--- config.mk ---
export PLATFORM = sky130hd
export DESIGN_NAME = uart_command_line_receiver_top
export DESIGN_NICKNAME = d
export VERILOG_FILES = /design/src/hw/rtl/uclr_pkg.sv /design/src/hw/rtl/uart_command_line_receiver_top.sv /design/src/hw/rtl/uclr_ctrl.sv /design/src/hw/rtl/uclr_datapath.sv
export SDC_FILE = /design/constraint.sdc
export NUM_CORES = 1
export LEC_CHECK = 0
export ABC_AREA = 0
export BUFFER_PORTS_ARGS = -buffer_cell sky130_fd_sc_hd__clkbuf_2
export CORE_MARGIN = 2
export CORE_UTILIZATION = 40
export CTS_BUF_LIST = sky130_fd_sc_hd__clkbuf_4
export CTS_CLUSTER_DIAMETER = 200
export CTS_CLUSTER_SIZE = 25
export DETAILED_ROUTE_END_ITERATION = 6
export GPL_TIMING_DRIVEN = 0
export SYNTH_ARGS = -nofsm -noshare
export SYNTH_HDL_FRONTEND = slang
export SYNTH_HIERARCHICAL = 1
export SYNTH_SLANG_ARGS = --single-unit
--- constraint.sdc ---
create_clock -name clk -period 14.3 [get_ports clk]
set_input_delay 0.715 -clock clk [delete_from_list [all_inputs] [get_ports clk]]
set_output_delay 0.715 -clock clk [all_outputs]
set_load 0.005 [all_outputs]
--- src/hw/rtl/uclr_pkg.sv ---
// Shared types, codes and constants of the command-line receiver.
package uclr_pkg;

  localparam int LINE_DEPTH_DEFAULT = 32;
  localparam int MAX_RESULTS = 34;
  localparam int CNT_W = $clog2(MAX_RESULTS + 1);

  localparam logic [7:0] CH_NUL   = 8'd0;
  localparam logic [7:0] CH_BS    = 8'd8;
  localparam logic [7:0] CH_LF    = 8'd10;
  localparam logic [7:0] CH_CR    = 8'd13;
  localparam logic [7:0] CH_SPACE = 8'd32;

  localparam logic [2:0] CFG_CAPITAL_FIRST = 3'd0;
  localparam logic [2:0] CFG_CAPITAL_LAST  = 3'd1;
  localparam logic [2:0] CFG_SMALL_FIRST   = 3'd2;
  localparam logic [2:0] CFG_SMALL_LAST    = 3'd3;
  localparam logic [2:0] CFG_CAPITAL_MASK  = 3'd4;
  localparam logic [2:0] CFG_SMALL_MASK    = 3'd5;

  localparam logic [7:0] RST_CAPITAL_FIRST = 8'd65;
  localparam logic [7:0] RST_CAPITAL_LAST  = 8'd90;
  localparam logic [7:0] RST_SMALL_FIRST   = 8'd97;
  localparam logic [7:0] RST_SMALL_LAST    = 8'd122;

  typedef enum logic [2:0] {
    KIND_STATUS  = 3'd0,
    KIND_CAPITAL = 3'd1,
    KIND_LINE    = 3'd2,
    KIND_ARG     = 3'd3,
    KIND_UNREG   = 3'd4,
    KIND_NONE    = 3'd5
  } kind_t;

  // Where the next result beat takes its kind and code from.
  typedef enum logic [2:0] {
    SRC_STATUS,
    SRC_CAPITAL,
    SRC_NONE,
    SRC_BLANK,
    SRC_LINE_UNREG,
    SRC_HELD
  } src_t;

  typedef enum logic [2:0] {
    ST_IDLE,
    ST_START,
    ST_SCAN_RD,
    ST_SCAN_CHK,
    ST_ARG_RD,
    ST_ARG_CHK
  } state_t;

  typedef struct packed {
    logic load_in;
    logic recv;
    logic push;
    src_t src;
    logic last;
    logic clr_cap;
    logic clr_line;
    logic rd_en;
    logic idx_inc;
    logic hold_line;
    logic hold_arg;
  } cmd_t;

  typedef struct packed {
    logic opcode;
    logic cap_pend;
    logic line_pend;
    logic out_free;
    logic idx_at_len;
    logic is_blank;
    logic rd_zero;
    logic small_ok;
    logic cnt_room;
  } stat_t;

endpackage

--- src/hw/rtl/uart_command_line_receiver_top.sv ---
// Top level of the serial console command-line receiver.
//
// The input channel carries one beat per received serial byte (s_tuser low,
// byte in s_tdata) or per service request (s_tuser high). Capital-range bytes
// latch a single-key command; other bytes are edited into a line store.
// The output channel returns result beats: the kind in m_tuser, the command
// or character and the events-pending flag in m_tdata, and m_tlast on the
// final beat caused by one input beat.
// A received byte is accepted in the idle state; in the start state its status
// beat is loaded into the output register once that register is free. A service
// request is accepted, then starts (emitting any capital command), then walks
// the line store through one registered read port: each LF or space slot, the
// command letter, each argument character and the closing zero pass a read and
// a check state. A beat that waits for the output register holds the walk.
// The output register holds one beat; while m_tready is low the sequencer
// waits before each push. The input channel is ready only in the idle state.
// Reset is synchronous: it clears pending commands and the line length and
// restores the register defaults. The line store itself needs no clearing,
// since only slots written since the last line start are ever read.
module uart_command_line_receiver_top #(
  parameter int LINE_DEPTH = uclr_pkg::LINE_DEPTH_DEFAULT
) (
  input  logic        clk,
  input  logic        rst,
  // Configuration write port; register index as listed in the register map.
  input  logic        cfg_write,
  input  logic [2:0]  cfg_index,
  input  logic [31:0] cfg_data,
  input  logic        s_tvalid,
  output logic        s_tready,
  input  logic [7:0]  s_tdata,   // [7:0] rx_byte
  input  logic [0:0]  s_tuser,   // [0] opcode
  output logic        m_tvalid,
  input  logic        m_tready,
  output logic [15:0] m_tdata,   // [7:0] code, [8] events_pending, [15:9] zero
  output logic [2:0]  m_tuser,   // [2:0] kind
  output logic        m_tlast
);

  uclr_pkg::cmd_t  cmd;
  uclr_pkg::stat_t stat;

  // The sequencer owns the input handshake and the order of result beats.
  uclr_ctrl u_ctrl (
    .clk      (clk),
    .rst      (rst),
    .s_tvalid (s_tvalid),
    .s_tready (s_tready),
    .stat     (stat),
    .cmd      (cmd)
  );

  // The datapath holds registers, the line store and the output register.
  uclr_datapath #(
    .LINE_DEPTH (LINE_DEPTH)
  ) u_datapath (
    .clk       (clk),
    .rst       (rst),
    .cfg_write (cfg_write),
    .cfg_index (cfg_index),
    .cfg_data  (cfg_data),
    .s_tdata   (s_tdata),
    .s_tuser   (s_tuser),
    .m_tvalid  (m_tvalid),
    .m_tready  (m_tready),
    .m_tdata   (m_tdata),
    .m_tuser   (m_tuser),
    .m_tlast   (m_tlast),
    .cmd       (cmd),
    .stat      (stat)
  );

endmodule

--- src/hw/rtl/uclr_ctrl.sv ---
// Sequencer of the command-line receiver: input handshake and service walk.
module uclr_ctrl (
  input  logic            clk,
  input  logic            rst,
  input  logic            s_tvalid,
  output logic            s_tready,
  input  uclr_pkg::stat_t stat,
  output uclr_pkg::cmd_t  cmd
);

  uclr_pkg::state_t state;
  uclr_pkg::state_t state_next;

  always_ff @(posedge clk) begin
    if (rst) begin
      state <= uclr_pkg::ST_IDLE;
    end else begin
      state <= state_next;
    end
  end

  always_comb begin
    state_next    = state;
    s_tready      = 1'b0;
    cmd.load_in   = 1'b0;
    cmd.recv      = 1'b0;
    cmd.push      = 1'b0;
    cmd.src       = uclr_pkg::SRC_STATUS;
    cmd.last      = 1'b0;
    cmd.clr_cap   = 1'b0;
    cmd.clr_line  = 1'b0;
    cmd.rd_en     = 1'b0;
    cmd.idx_inc   = 1'b0;
    cmd.hold_line = 1'b0;
    cmd.hold_arg  = 1'b0;
    case (state)
      uclr_pkg::ST_IDLE: begin
        s_tready = 1'b1;
        if (s_tvalid) begin
          cmd.load_in = 1'b1;
          state_next  = uclr_pkg::ST_START;
        end
      end
      uclr_pkg::ST_START: begin
        if (!stat.opcode) begin
          if (stat.out_free) begin
            cmd.recv   = 1'b1;
            cmd.push   = 1'b1;
            cmd.src    = uclr_pkg::SRC_STATUS;
            cmd.last   = 1'b1;
            state_next = uclr_pkg::ST_IDLE;
          end
        end else if (stat.cap_pend) begin
          if (stat.out_free) begin
            cmd.push    = 1'b1;
            cmd.src     = uclr_pkg::SRC_CAPITAL;
            cmd.last    = !stat.line_pend;
            cmd.clr_cap = 1'b1;
            state_next  = stat.line_pend ? uclr_pkg::ST_SCAN_RD : uclr_pkg::ST_IDLE;
          end
        end else if (stat.line_pend) begin
          state_next = uclr_pkg::ST_SCAN_RD;
        end else if (stat.out_free) begin
          cmd.push   = 1'b1;
          cmd.src    = uclr_pkg::SRC_NONE;
          cmd.last   = 1'b1;
          state_next = uclr_pkg::ST_IDLE;
        end
      end
      uclr_pkg::ST_SCAN_RD: begin
        if (stat.idx_at_len) begin
          if (stat.out_free) begin
            cmd.push     = 1'b1;
            cmd.src      = uclr_pkg::SRC_BLANK;
            cmd.last     = 1'b1;
            cmd.clr_line = 1'b1;
            state_next   = uclr_pkg::ST_IDLE;
          end
        end else begin
          cmd.rd_en  = 1'b1;
          state_next = uclr_pkg::ST_SCAN_CHK;
        end
      end
      uclr_pkg::ST_SCAN_CHK: begin
        if (stat.is_blank) begin
          cmd.idx_inc = 1'b1;
          state_next  = uclr_pkg::ST_SCAN_RD;
        end else if (stat.small_ok) begin
          cmd.hold_line = 1'b1;
          cmd.idx_inc   = 1'b1;
          state_next    = uclr_pkg::ST_ARG_RD;
        end else if (stat.out_free) begin
          cmd.push     = 1'b1;
          cmd.src      = uclr_pkg::SRC_LINE_UNREG;
          cmd.last     = 1'b1;
          cmd.clr_line = 1'b1;
          state_next   = uclr_pkg::ST_IDLE;
        end
      end
      uclr_pkg::ST_ARG_RD: begin
        if (stat.idx_at_len || !stat.cnt_room) begin
          if (stat.out_free) begin
            cmd.push     = 1'b1;
            cmd.src      = uclr_pkg::SRC_HELD;
            cmd.last     = 1'b1;
            cmd.clr_line = 1'b1;
            state_next   = uclr_pkg::ST_IDLE;
          end
        end else begin
          cmd.rd_en  = 1'b1;
          state_next = uclr_pkg::ST_ARG_CHK;
        end
      end
      uclr_pkg::ST_ARG_CHK: begin
        if (stat.out_free) begin
          cmd.push = 1'b1;
          cmd.src  = uclr_pkg::SRC_HELD;
          if (stat.rd_zero) begin
            cmd.last     = 1'b1;
            cmd.clr_line = 1'b1;
            state_next   = uclr_pkg::ST_IDLE;
          end else begin
            cmd.hold_arg = 1'b1;
            cmd.idx_inc  = 1'b1;
            state_next   = uclr_pkg::ST_ARG_RD;
          end
        end
      end
      default: begin
        state_next = uclr_pkg::ST_IDLE;
      end
    endcase
  end

endmodule

--- src/hw/rtl/uclr_datapath.sv ---
// Datapath of the command-line receiver: registers, line store and result register.
module uclr_datapath #(
  parameter int LINE_DEPTH = uclr_pkg::LINE_DEPTH_DEFAULT
) (
  input  logic            clk,
  input  logic            rst,
  input  logic            cfg_write,
  input  logic [2:0]      cfg_index,
  input  logic [31:0]     cfg_data,
  input  logic [7:0]      s_tdata,
  input  logic [0:0]      s_tuser,
  output logic            m_tvalid,
  input  logic            m_tready,
  output logic [15:0]     m_tdata,
  output logic [2:0]      m_tuser,
  output logic            m_tlast,
  input  uclr_pkg::cmd_t  cmd,
  output uclr_pkg::stat_t stat
);

  localparam int AW = $clog2(LINE_DEPTH);
  localparam int LW = $clog2(LINE_DEPTH + 1);

  function automatic logic has_handler(input logic [7:0] c, input logic [7:0] lo,
                                       input logic [7:0] hi, input logic [31:0] mask);
    logic [7:0] off;
    off = c - lo;
    return (c >= lo) && (c <= hi) && (off[7:5] == 3'd0) && mask[off[4:0]];
  endfunction

  logic [7:0]  capital_first;
  logic [7:0]  capital_last;
  logic [7:0]  small_first;
  logic [7:0]  small_last;
  logic [31:0] capital_mask;
  logic [31:0] small_mask;

  logic        in_opcode;
  logic [7:0]  in_byte;
  logic        capital_pending;
  logic        line_pending;
  logic [7:0]  capital_command;
  logic [LW-1:0] line_length;
  logic [LW-1:0] idx;
  logic [uclr_pkg::CNT_W-1:0] cnt;

  logic [7:0]  line_store [LINE_DEPTH];
  logic [7:0]  rd_data;
  logic        wr_en;
  logic [7:0]  wr_data;

  uclr_pkg::kind_t held_kind;
  logic [7:0]      held_code;

  logic            out_valid;
  uclr_pkg::kind_t out_kind;
  logic [7:0]      out_code;
  logic            out_ep;
  logic            out_last;

  logic            is_cap;
  logic            has_room;
  logic            ep_recv;
  uclr_pkg::kind_t push_kind;
  logic [7:0]      push_code;

  always_ff @(posedge clk) begin
    if (rst) begin
      capital_first <= uclr_pkg::RST_CAPITAL_FIRST;
      capital_last  <= uclr_pkg::RST_CAPITAL_LAST;
      small_first   <= uclr_pkg::RST_SMALL_FIRST;
      small_last    <= uclr_pkg::RST_SMALL_LAST;
      capital_mask  <= 32'd0;
      small_mask    <= 32'd0;
    end else if (cfg_write) begin
      case (cfg_index)
        uclr_pkg::CFG_CAPITAL_FIRST: capital_first <= cfg_data[7:0];
        uclr_pkg::CFG_CAPITAL_LAST:  capital_last  <= cfg_data[7:0];
        uclr_pkg::CFG_SMALL_FIRST:   small_first   <= cfg_data[7:0];
        uclr_pkg::CFG_SMALL_LAST:    small_last    <= cfg_data[7:0];
        uclr_pkg::CFG_CAPITAL_MASK:  capital_mask  <= cfg_data;
        uclr_pkg::CFG_SMALL_MASK:    small_mask    <= cfg_data;
        default: ;
      endcase
    end
  end

  // Line editing decisions for the latched byte.
  always_comb begin
    is_cap   = (in_byte >= capital_first) && (in_byte <= capital_last);
    has_room = line_length < LW'(LINE_DEPTH);
    ep_recv  = capital_pending | is_cap | line_pending |
               (!is_cap && (in_byte == uclr_pkg::CH_CR));
    wr_en    = cmd.recv && !is_cap && !line_pending && has_room &&
               (in_byte != uclr_pkg::CH_BS);
    wr_data  = (in_byte == uclr_pkg::CH_CR) ? uclr_pkg::CH_NUL : in_byte;
  end

  always_ff @(posedge clk) begin
    if (wr_en) begin
      line_store[line_length[AW-1:0]] <= wr_data;
    end
    if (cmd.rd_en) begin
      rd_data <= line_store[idx[AW-1:0]];
    end
  end

  always_ff @(posedge clk) begin
    if (cmd.load_in) begin
      in_opcode <= s_tuser[0];
      in_byte   <= s_tdata;
    end
    if (cmd.hold_line) begin
      held_kind <= uclr_pkg::KIND_LINE;
      held_code <= rd_data;
    end else if (cmd.hold_arg) begin
      held_kind <= uclr_pkg::KIND_ARG;
      held_code <= rd_data;
    end
  end

  always_ff @(posedge clk) begin
    if (rst) begin
      capital_pending <= 1'b0;
      line_pending    <= 1'b0;
      capital_command <= 8'd0;
      line_length     <= '0;
      idx             <= '0;
      cnt             <= '0;
    end else begin
      if (cmd.load_in) begin
        idx <= '0;
        cnt <= '0;
      end else begin
        if (cmd.idx_inc) begin
          idx <= idx + LW'(1);
        end
        if (cmd.hold_line || cmd.hold_arg ||
            (cmd.push && (cmd.src == uclr_pkg::SRC_CAPITAL))) begin
          cnt <= cnt + uclr_pkg::CNT_W'(1);
        end
      end
      if (cmd.recv) begin
        if (is_cap) begin
          if (!capital_pending) begin
            capital_command <= in_byte;
            capital_pending <= 1'b1;
          end
        end else if (!line_pending) begin
          if (in_byte == uclr_pkg::CH_CR) begin
            line_pending <= 1'b1;
            if (has_room) begin
              line_length <= line_length + LW'(1);
            end
          end else if (in_byte == uclr_pkg::CH_BS) begin
            if (line_length != '0) begin
              line_length <= line_length - LW'(1);
            end
          end else if (line_length < LW'(LINE_DEPTH - 1)) begin
            line_length <= line_length + LW'(1);
          end
        end
      end
      if (cmd.clr_cap) begin
        capital_pending <= 1'b0;
      end
      if (cmd.clr_line) begin
        line_pending <= 1'b0;
        line_length  <= '0;
      end
    end
  end

  always_comb begin
    case (cmd.src)
      uclr_pkg::SRC_STATUS: begin
        push_kind = uclr_pkg::KIND_STATUS;
        push_code = in_byte;
      end
      uclr_pkg::SRC_CAPITAL: begin
        push_kind = has_handler(capital_command, capital_first, capital_last,
                                capital_mask) ? uclr_pkg::KIND_CAPITAL : uclr_pkg::KIND_UNREG;
        push_code = capital_command;
      end
      uclr_pkg::SRC_NONE: begin
        push_kind = uclr_pkg::KIND_NONE;
        push_code = 8'd0;
      end
      uclr_pkg::SRC_BLANK: begin
        push_kind = uclr_pkg::KIND_UNREG;
        push_code = 8'd0;
      end
      uclr_pkg::SRC_LINE_UNREG: begin
        push_kind = uclr_pkg::KIND_UNREG;
        push_code = rd_data;
      end
      uclr_pkg::SRC_HELD: begin
        push_kind = held_kind;
        push_code = held_code;
      end
      default: begin
        push_kind = uclr_pkg::KIND_NONE;
        push_code = 8'd0;
      end
    endcase
  end

  // A service request clears both pending flags, so its beats report none pending.
  always_ff @(posedge clk) begin
    if (rst) begin
      out_valid <= 1'b0;
    end else if (cmd.push) begin
      out_valid <= 1'b1;
    end else if (m_tready) begin
      out_valid <= 1'b0;
    end
    if (cmd.push) begin
      out_kind <= push_kind;
      out_code <= push_code;
      out_ep   <= (cmd.src == uclr_pkg::SRC_STATUS) ? ep_recv : 1'b0;
      out_last <= cmd.last;
    end
  end

  assign m_tvalid = out_valid;
  assign m_tdata  = {7'd0, out_ep, out_code};
  assign m_tuser  = out_kind;
  assign m_tlast  = out_last;

  always_comb begin
    stat.opcode     = in_opcode;
    stat.cap_pend   = capital_pending;
    stat.line_pend  = line_pending;
    stat.out_free   = !out_valid || m_tready;
    stat.idx_at_len = idx >= line_length;
    stat.is_blank   = (rd_data == uclr_pkg::CH_LF) || (rd_data == uclr_pkg::CH_SPACE);
    stat.rd_zero    = rd_data == uclr_pkg::CH_NUL;
    stat.small_ok   = has_handler(rd_data, small_first, small_last, small_mask);
    stat.cnt_room   = cnt < uclr_pkg::CNT_W'(uclr_pkg::MAX_RESULTS);
  end

endmodule
==> results of run 1 <==
## how the worst min path moves through the flow
stage | start | end | depth (start not counted)
2_1_floorplan | u_datapath/capital_mask[13] | u_datapath/capital_mask[13] | 2
3_3_place_gp | u_datapath/small_mask[1] | u_datapath/small_mask[1] | 2
3_5_place_dp | u_datapath/capital_mask[9] | u_datapath/capital_mask[9] | 2
4_1_cts | s_tdata[3] | u_datapath/in_byte[3] | 1
5_1_grt | s_tdata[3] | u_datapath/in_byte[3] | 1
6_report | s_tdata[3] | u_datapath/in_byte[3] | 1
## flip-flops by register name (all words and copies together), names as in the netlist
signal                      count
u_datapath/in_byte              8
u_datapath/out_ep               1
u_datapath/m_tlast              1
u_datapath/capital_first        8
u_datapath/capital_mask        32
u_datapath/small_last           8
u_datapath/small_first          8
u_ctrl/state                    3
u_datapath/line_length          6
u_datapath/line_store         256
u_datapath/rd_data              8
u_datapath/in_opcode            1
u_datapath/capital_last         8
u_datapath/line_pending         1
u_datapath/held_kind            1
u_datapath/capital_command      8
u_datapath/m_tvalid             1
u_datapath/m_tuser              3
u_datapath/capital_pending      1
u_datapath/out_code             8
u_datapath/cnt                  6
u_datapath/small_mask          32
u_datapath/held_code            8
u_datapath/idx                  6
## timing repair
| item | CTS | global route |
|---|---|---|
| setup endpoints to repair | 0 | 0 |
| hold endpoints to repair | 4 | 0 |
| hold buffers | 4 | 0 |
| gates resized for setup | 0 | 0 |
## cells by family (layout without fill, tap and decap cells)
group | Yosys count | after routing | synth area share [%]
other cells | 1 | 9 | 0.0200
fa+ha+maj | 63 | 63 | 4.27
mux | 137 | 137 | 14.4
simple gates | 423 | 423 | 10.5
compound gates | 190 | 190 | 6.05
flops | 423 | 423 | 60.7
xor+xnor | 19 | 19 | 0.886
buf+inv | 137 | 243 | 3.12
## final cells by class
class | count | area (sq um) | area share (%)
timing repair buffer | 71 | 413 | 2.04
antenna | 2 | 5.00 | 0.0247
multi-input combinational | 839 | 6840 | 33.7
buffer | 84 | 392 | 1.93
tap | 607 | 759 | 3.74
inverter | 53 | 199 | 0.981
clock inverter | 1 | 3.75 | 0.0185
clock buffer | 34 | 255 | 1.26
sequential | 423 | 11400 | 56.3
## per-layer routing
| metal | vias up | global-route usage [%] |
|---|---|---|
| met3 | 41 | 2.27 |
| met2 | 335 | 28.9 |
| met1 | 5793 | 26.2 |
| met4 | 0 | 4.00 |
| li1 | 5354 | - |
| met5 | - | 0 |
## power groups by stage
| stage | sequential (mW) | combinational (mW) | clock [mW] |
|---|---|---|---|
| global placement | 1.36 | 0.115 | 0 |
| finish | 1.33 | 0.121 | 0.455 |
| detailed placement | 1.36 | 0.119 | 0 |
| global route | 1.34 | 0.133 | 0.510 |
| CTS | 1.33 | 0.121 | 0.472 |
| floorplan | 1.36 | 0.0726 | 0 |
## critical path, stage by stage (launching register included)
cell      delay [ns]
edfxtp_1        0.60
inv_1           0.19
fa_1            0.53
clkbuf_1        0.47
mux4_2          0.58
mux4_2          0.47
mux2i_1         0.26
nor4_2          0.18
or3_1           0.44
a21boi_1        0.16
nand3_1         0.46
inv_1           0.15
o21bai_1        0.42
nand4_1         0.22
or3_1           0.39
a21oi_1         0.14
## placed cells by master (no fill, tap or decap), drive strengths merged, types with 12 or more instances in the layout
cell type    n
dfxtp      129
mux2i       23
nand2      204
clkbuf     146
nand3       15
edfxtp     294
nand4       18
a21oi      105
nor2b       23
o21ai       20
ha          61
mux4       106
inv         54
nor2        84
buf         38
nand2b      12
or3         12
==> flow_summary_export.csv, run 1 <==
group,metric,value,unit
setup_path,rr_endpoint,"u_datapath/cnt[5]",
setup_path,path_max_fanout,14,
power,swShare,22.8,%
floorplanning,core_area,46500,sq um
yosys,ys_top_cells_by_count,"edfxtp_1, nand2_1, dfxtp_1",
yosys,synth_area_per_cell,13.5,sq um
routing,post_drt_wl_per_cell,20.8,um
clocking,cts_tree,"built",
timing,finalSetupViolCount,0,
setup_path,crit_type,"reg -> reg",
setup_path,start_kind,"flop",
placement,place.detailed.hpwl,31400,um
timing,hold_violations,0,
final_layout,stdcell_area,20300,sq um
clocking,clk_pin_slew,0.26,ns
timing,finalCritPeriodShare,39.9,%
final_layout,fin_cells,2114,
yosys,synth_area_leader_cell,"edfxtp_1",
setup_path,worst_setup_path_end_kind,"flop",
placement,placed_cells,2073,
yosys,synth_enable_flop_cells,294,
flow_run,max_cap_viol_count,0,
hold_path,hold_class,"in -> reg",
setup_path,rrSetupSlack,8.59,ns
grt,grt_use_total,18.0,%
routing,first_pass_iters,5,
grt,overflow,0,
final_layout,drive_gt1_share,17.4,%
final_layout,final_util,43.7,%
yosys,yosysSeqAreaShare,60.7,%
clocking,cts-htree-levels,1,
clocking,insertion_delay,0.84,ns
routing,drc,0,
grt,grt_max_degree,33,
power,ir_drop,0.0680,mV
routing,wl_met1,20200,um
power,p_per_area,94.2,nW/um^2
timing,timing.fmax,175,MHz
yosys,syn-cell-area,18800,sq um
placement,place_ws,8.60,ns
setup_path,ff2ff_path_depth,15,
clocking,root_buffer,"clkbuf_4",
floorplanning,start_util,40.4,%
grt,grt_pass1_wl,65600,um
final_layout,nNetsFinal,1604,
routing,wl,44000,um
floorplanning,die_h,221,um
timing,tightest_slew,1.43,ns
setup_path,cp.arrival,6.48,ns
yosys,synth_most_common_cell,"edfxtp_1",
routing,highest_layer,"met4",
grt,grt_pass1_vias,10900,
clocking,cts_setup_buffers,0,
power,power_switching,0.436,mW
power,leakage,6.69,nW
routing,drtIter0Drc,1197,
placement,postPlaceCellArea,20000,sq um
timing,fin_skew,0.0665,ns
yosys,synthFlopType,"edfxtp_1",
timing,slew_violations,0,
power,total_power,1.91,mW
power,seq_power_share,69.8,%
timing,worst_hold_slack,0.0863,ns
clocking,cts_buffers,20,
floorplanning,die_x,221,um
setup_path,crit_end,"u_datapath/cnt[5]",
setup_path,crit_required,15.07,ns
power,power_frac_clock,23.8,%
timing,timing.slew.headroom,4.88,%
yosys,synthCells,1393,
final_layout,fill_cells,4198,
routing,vias,11500,
floorplanning,dieArea,48700,sq um
run_status,status,"complete, no violations",
power,p_comb_share,6.3,%
yosys,yosys_warnings,6,
placement,portBuffers,63,
timing,rsz0062_at_grt,"no",
yosys,ys_types,66,
routing,dr_wl_met3,2540,um
routing,vias_per_cell,5.45,
final_layout,area_growth_syn_to_layout,7.92,%
floorplanning,ioPinCount,71,
routing,routed-wl-met2,20400,um
clocking,clock_sinks,423,
setup_path,startpoint,"u_datapath/rd_data[1]",
timing,finalCriticalPeriod,5.71,ns
routing,postRouteAntennaNets,0,
clocking,clockBufferDepth,3,
power,p_int,1.47,mW
timing,finalSetupTns,0,ns
placement,gp_congestion,0.894,
yosys,synth_top_area_share,47.0,%
floorplanning,num_rows,79,
grt,antenna_found_initial,1,
yosys,synth_async_sr_flop_share,0,%
timing,layout_setup_ws,8.59,ns
yosys,synth_area_leaders,"edfxtp_1, dfxtp_1, mux4_2",
setup_path,r2r_start,"u_datapath/rd_data[1]",
yosys,synth_seq_cells,423,
Power figures use the tool's default switching activity.
==> inputs of run 2 (changes only) <==
Settings changed: ABC_AREA 0 to 1.
Clock period 14.3 ns to 4.6 ns, I/O delays scaled along.
==> run 2 against run 1 <==
Clock power grew to 3.3 times the previous value. Synthesized cell count grew 47%. Sequential power grew to 3.1 times the previous value. Highest routed layer is now met5.
==> flow_summary_export.csv, run 2 <==
group,metric,value,unit
run_status,status,"complete, no violations",
timing,finalCritPeriodShare,93.0,%
grt,grt_pass1_wl,87300,um
placement,portBuffers,63,
floorplanning,ioPinCount,71,
clocking,clockBufferDepth,3,
grt,grt_max_degree,33,
timing,slew_violations,0,
grt,antenna_found_initial,2,
setup_path,crit_required,5.24,ns
routing,postRouteAntennaNets,0,
timing,tightest_slew,1.24,ns
hold_path,hold_class,"in -> reg",
routing,dr_wl_met3,4040,um
floorplanning,num_rows,81,
power,p_comb_share,8.4,%
yosys,synth_area_per_cell,9.54,sq um
final_layout,largest_register_ffs,256,
setup_path,cp.arrival,4.92,ns
yosys,yosys_warnings,6,
final_layout,layout_commonest_cell,"nor2_1",
power,leakage,8.20,nW
final_layout,nNetsFinal,2317,
final_layout,drive_gt1_share,9.83,%
setup_path,crit_type,"reg -> reg",
setup_path,crit_chain,"buf_6, inv_2, buf_6, buf_6, ha_1, inv_1, a21boi_0, o21ai_0, a21boi_0, o21a_1, o21ai_0, nand2_1, nor2_1, o21ai_0, nand2_1, nand3_1, nor2_1, nand2_1, o2111ai_1",
floorplanning,die_x,225,um
clocking,clock_sinks,423,
setup_path,startpoint,"u_datapath/idx[0]",
yosys,synthCells,2053,
grt,overflow,0,
routing,highest_layer,"met5",
setup_path,slowest_stage,"nor2_1",
setup_path,cp_slowest_stage_delay,0.50,ns
timing,hold_violations,0,
yosys,synth_top_area_share,45.1,%
yosys,synth_most_common_cell,"nor2_1",
final_layout,final_cell_mix,"nor2_1, edfxtp_1, nand2_1",
setup_path,r2r_start,"u_datapath/idx[0]",
timing,fin_skew,0.0890,ns
timing,timing.slew.headroom,17.1,%
routing,vias,15600,
yosys,synth_enable_flop_cells,294,
yosys,syn-cell-area,19600,sq um
setup_path,path_max_fanout,10,
clocking,cts-htree-levels,1,
timing,finalSetupTns,0,ns
floorplanning,core_area,48600,sq um
final_layout,area_growth_syn_to_layout,11.0,%
yosys,ys_types,53,
routing,drtIter0Drc,1706,
placement,gp_congestion,0.956,
timing,timing.fmax,234,MHz
floorplanning,die_h,225,um
routing,drc,0,
setup_path,worst_setup_path_end_kind,"flop",
routing,routed-wl-met2,26900,um
placement,place.detailed.hpwl,40400,um
routing,wl,57900,um
grt,grt_use_total,22.5,%
yosys,synth_seq_cells,423,
yosys,synthFlopType,"edfxtp_1",
hold_path,hp-start,"s_tuser",
routing,first_pass_iters,5,
clocking,cts_setup_buffers,0,
yosys,synth_async_sr_flop_share,0,%
power,power_frac_clock,24.3,%
final_layout,fill_cells,4647,
yosys,ys_top_cells_by_count,"nor2_1, edfxtp_1, nand2_1",
clocking,cts_tree,"built",
clocking,cts_buffers,20,
setup_path,start_kind,"flop",
yosys,synth_area_leaders,"edfxtp_1, dfxtp_1, nor2_1",
power,p_int,4.68,mW
timing,finalSetupViolCount,0,
clocking,clk_pin_slew,0.26,ns
power,p_per_area,284,nW/um^2
power,ir_drop,0.259,mV
final_layout,final_util,44.7,%
flow_run,max_cap_viol_count,0,
power,swShare,24.2,%
floorplanning,start_util,40.3,%
clocking,root_buffer,"clkbuf_4",
routing,vias_per_cell,5.51,
timing,finalCriticalPeriod,4.28,ns
routing,wl_met1,25500,um
yosys,synth_area_leader_cell,"edfxtp_1",
power,seq_power_share,67.3,%
floorplanning,dieArea,50700,sq um
grt,grt_pass1_vias,14600,
clocking,insertion_delay,0.86,ns
yosys,yosysSeqAreaShare,58.3,%
routing,post_drt_wl_per_cell,20.4,um
power,power_switching,1.50,mW
run 2: cell families after synthesis:
kind of cell               Yosys count  share of synthesized area [%]
and+or+nand+nor                    801                           17.1
AOI/OAI and AO/OA                  459                           13.4
DFF                                423                           58.3
buffers and inverters              290                           6.32
adders and majority gates           63                           4.10
xor gates and xnor gates            16                          0.716
other                                1                         0.0192
run 2: power by group through the flow:
stage | clock (mW) | sequential, mW | combinational, mW
after global routing | 1.65 | 4.17 | 0.576
after detailed placement | 0 | 4.24 | 0.473
after floorplan | 0 | 4.23 | 0.291
after global placement | 0 | 4.24 | 0.451
final | 1.50 | 4.16 | 0.519
after CTS | 1.53 | 4.16 | 0.511
run 2: metal layers:
metal | up-vias | global-route usage, %
li1 | 7370 | -
met1 | 7515 | 31.6
met2 | 645 | 37.0
met3 | 109 | 2.24
met4 | 6 | 6.11
met5 | - | 0
run 2: final timing paths:
path,endpoint,slack (ns),cells after the start
setup reg to reg,u_datapath/out_code[7],0.32,19
hold reg to reg,u_datapath/small_mask[11],0.48,2
setup / recovery,u_datapath/out_code[7],0.32,19
hold / removal,u_datapath/in_opcode,0.05,2
run 2: stage by stage:
step                cells  hold WS, ns  instance area, sq um  power (mW)  setup slack, ns
global route         2841       0.0218                 21700        6.40          -0.0143
finish               2841       0.0547                 21700        6.18            0.322
floorplan            2059        0.292                 19600        4.52            0.925
CTS                  2839       0.0213                 21700        6.20            0.155
global placement     2744        0.411                 20700        4.69           -0.236
detailed placement   2752        0.409                 20900        4.71           -0.390
run 2: worst max-delay path, delay by kind of cell (launching register included):
kind,cells,cell delay (ns)
compound gates,7,1.09
fa+ha+maj,1,0.26
buf+inv,5,0.62
flops,1,0.47
simple gates,6,1.60
run 2: layout make-up:
class	instances	area, sq um	share of cell area [%]
flip-flops and latches	423	11400	52.5
multi-input cells	1346	7080	32.6
repair buffers	124	931	4.28
well taps	622	778	3.58
inverters	177	664	3.06
plain buffers	113	581	2.67
clock buffers	33	248	1.14
clock inverters	2	33.8	0.155
diodes	1	2.50	0.0115
run 2: what timing repair did:
item	in CTS	in global routing
pin swaps	0	1
resized for setup	4	6
hold endpoints to repair	118	0
hold buffers	52	0
endpoints found under the setup margin	6	13
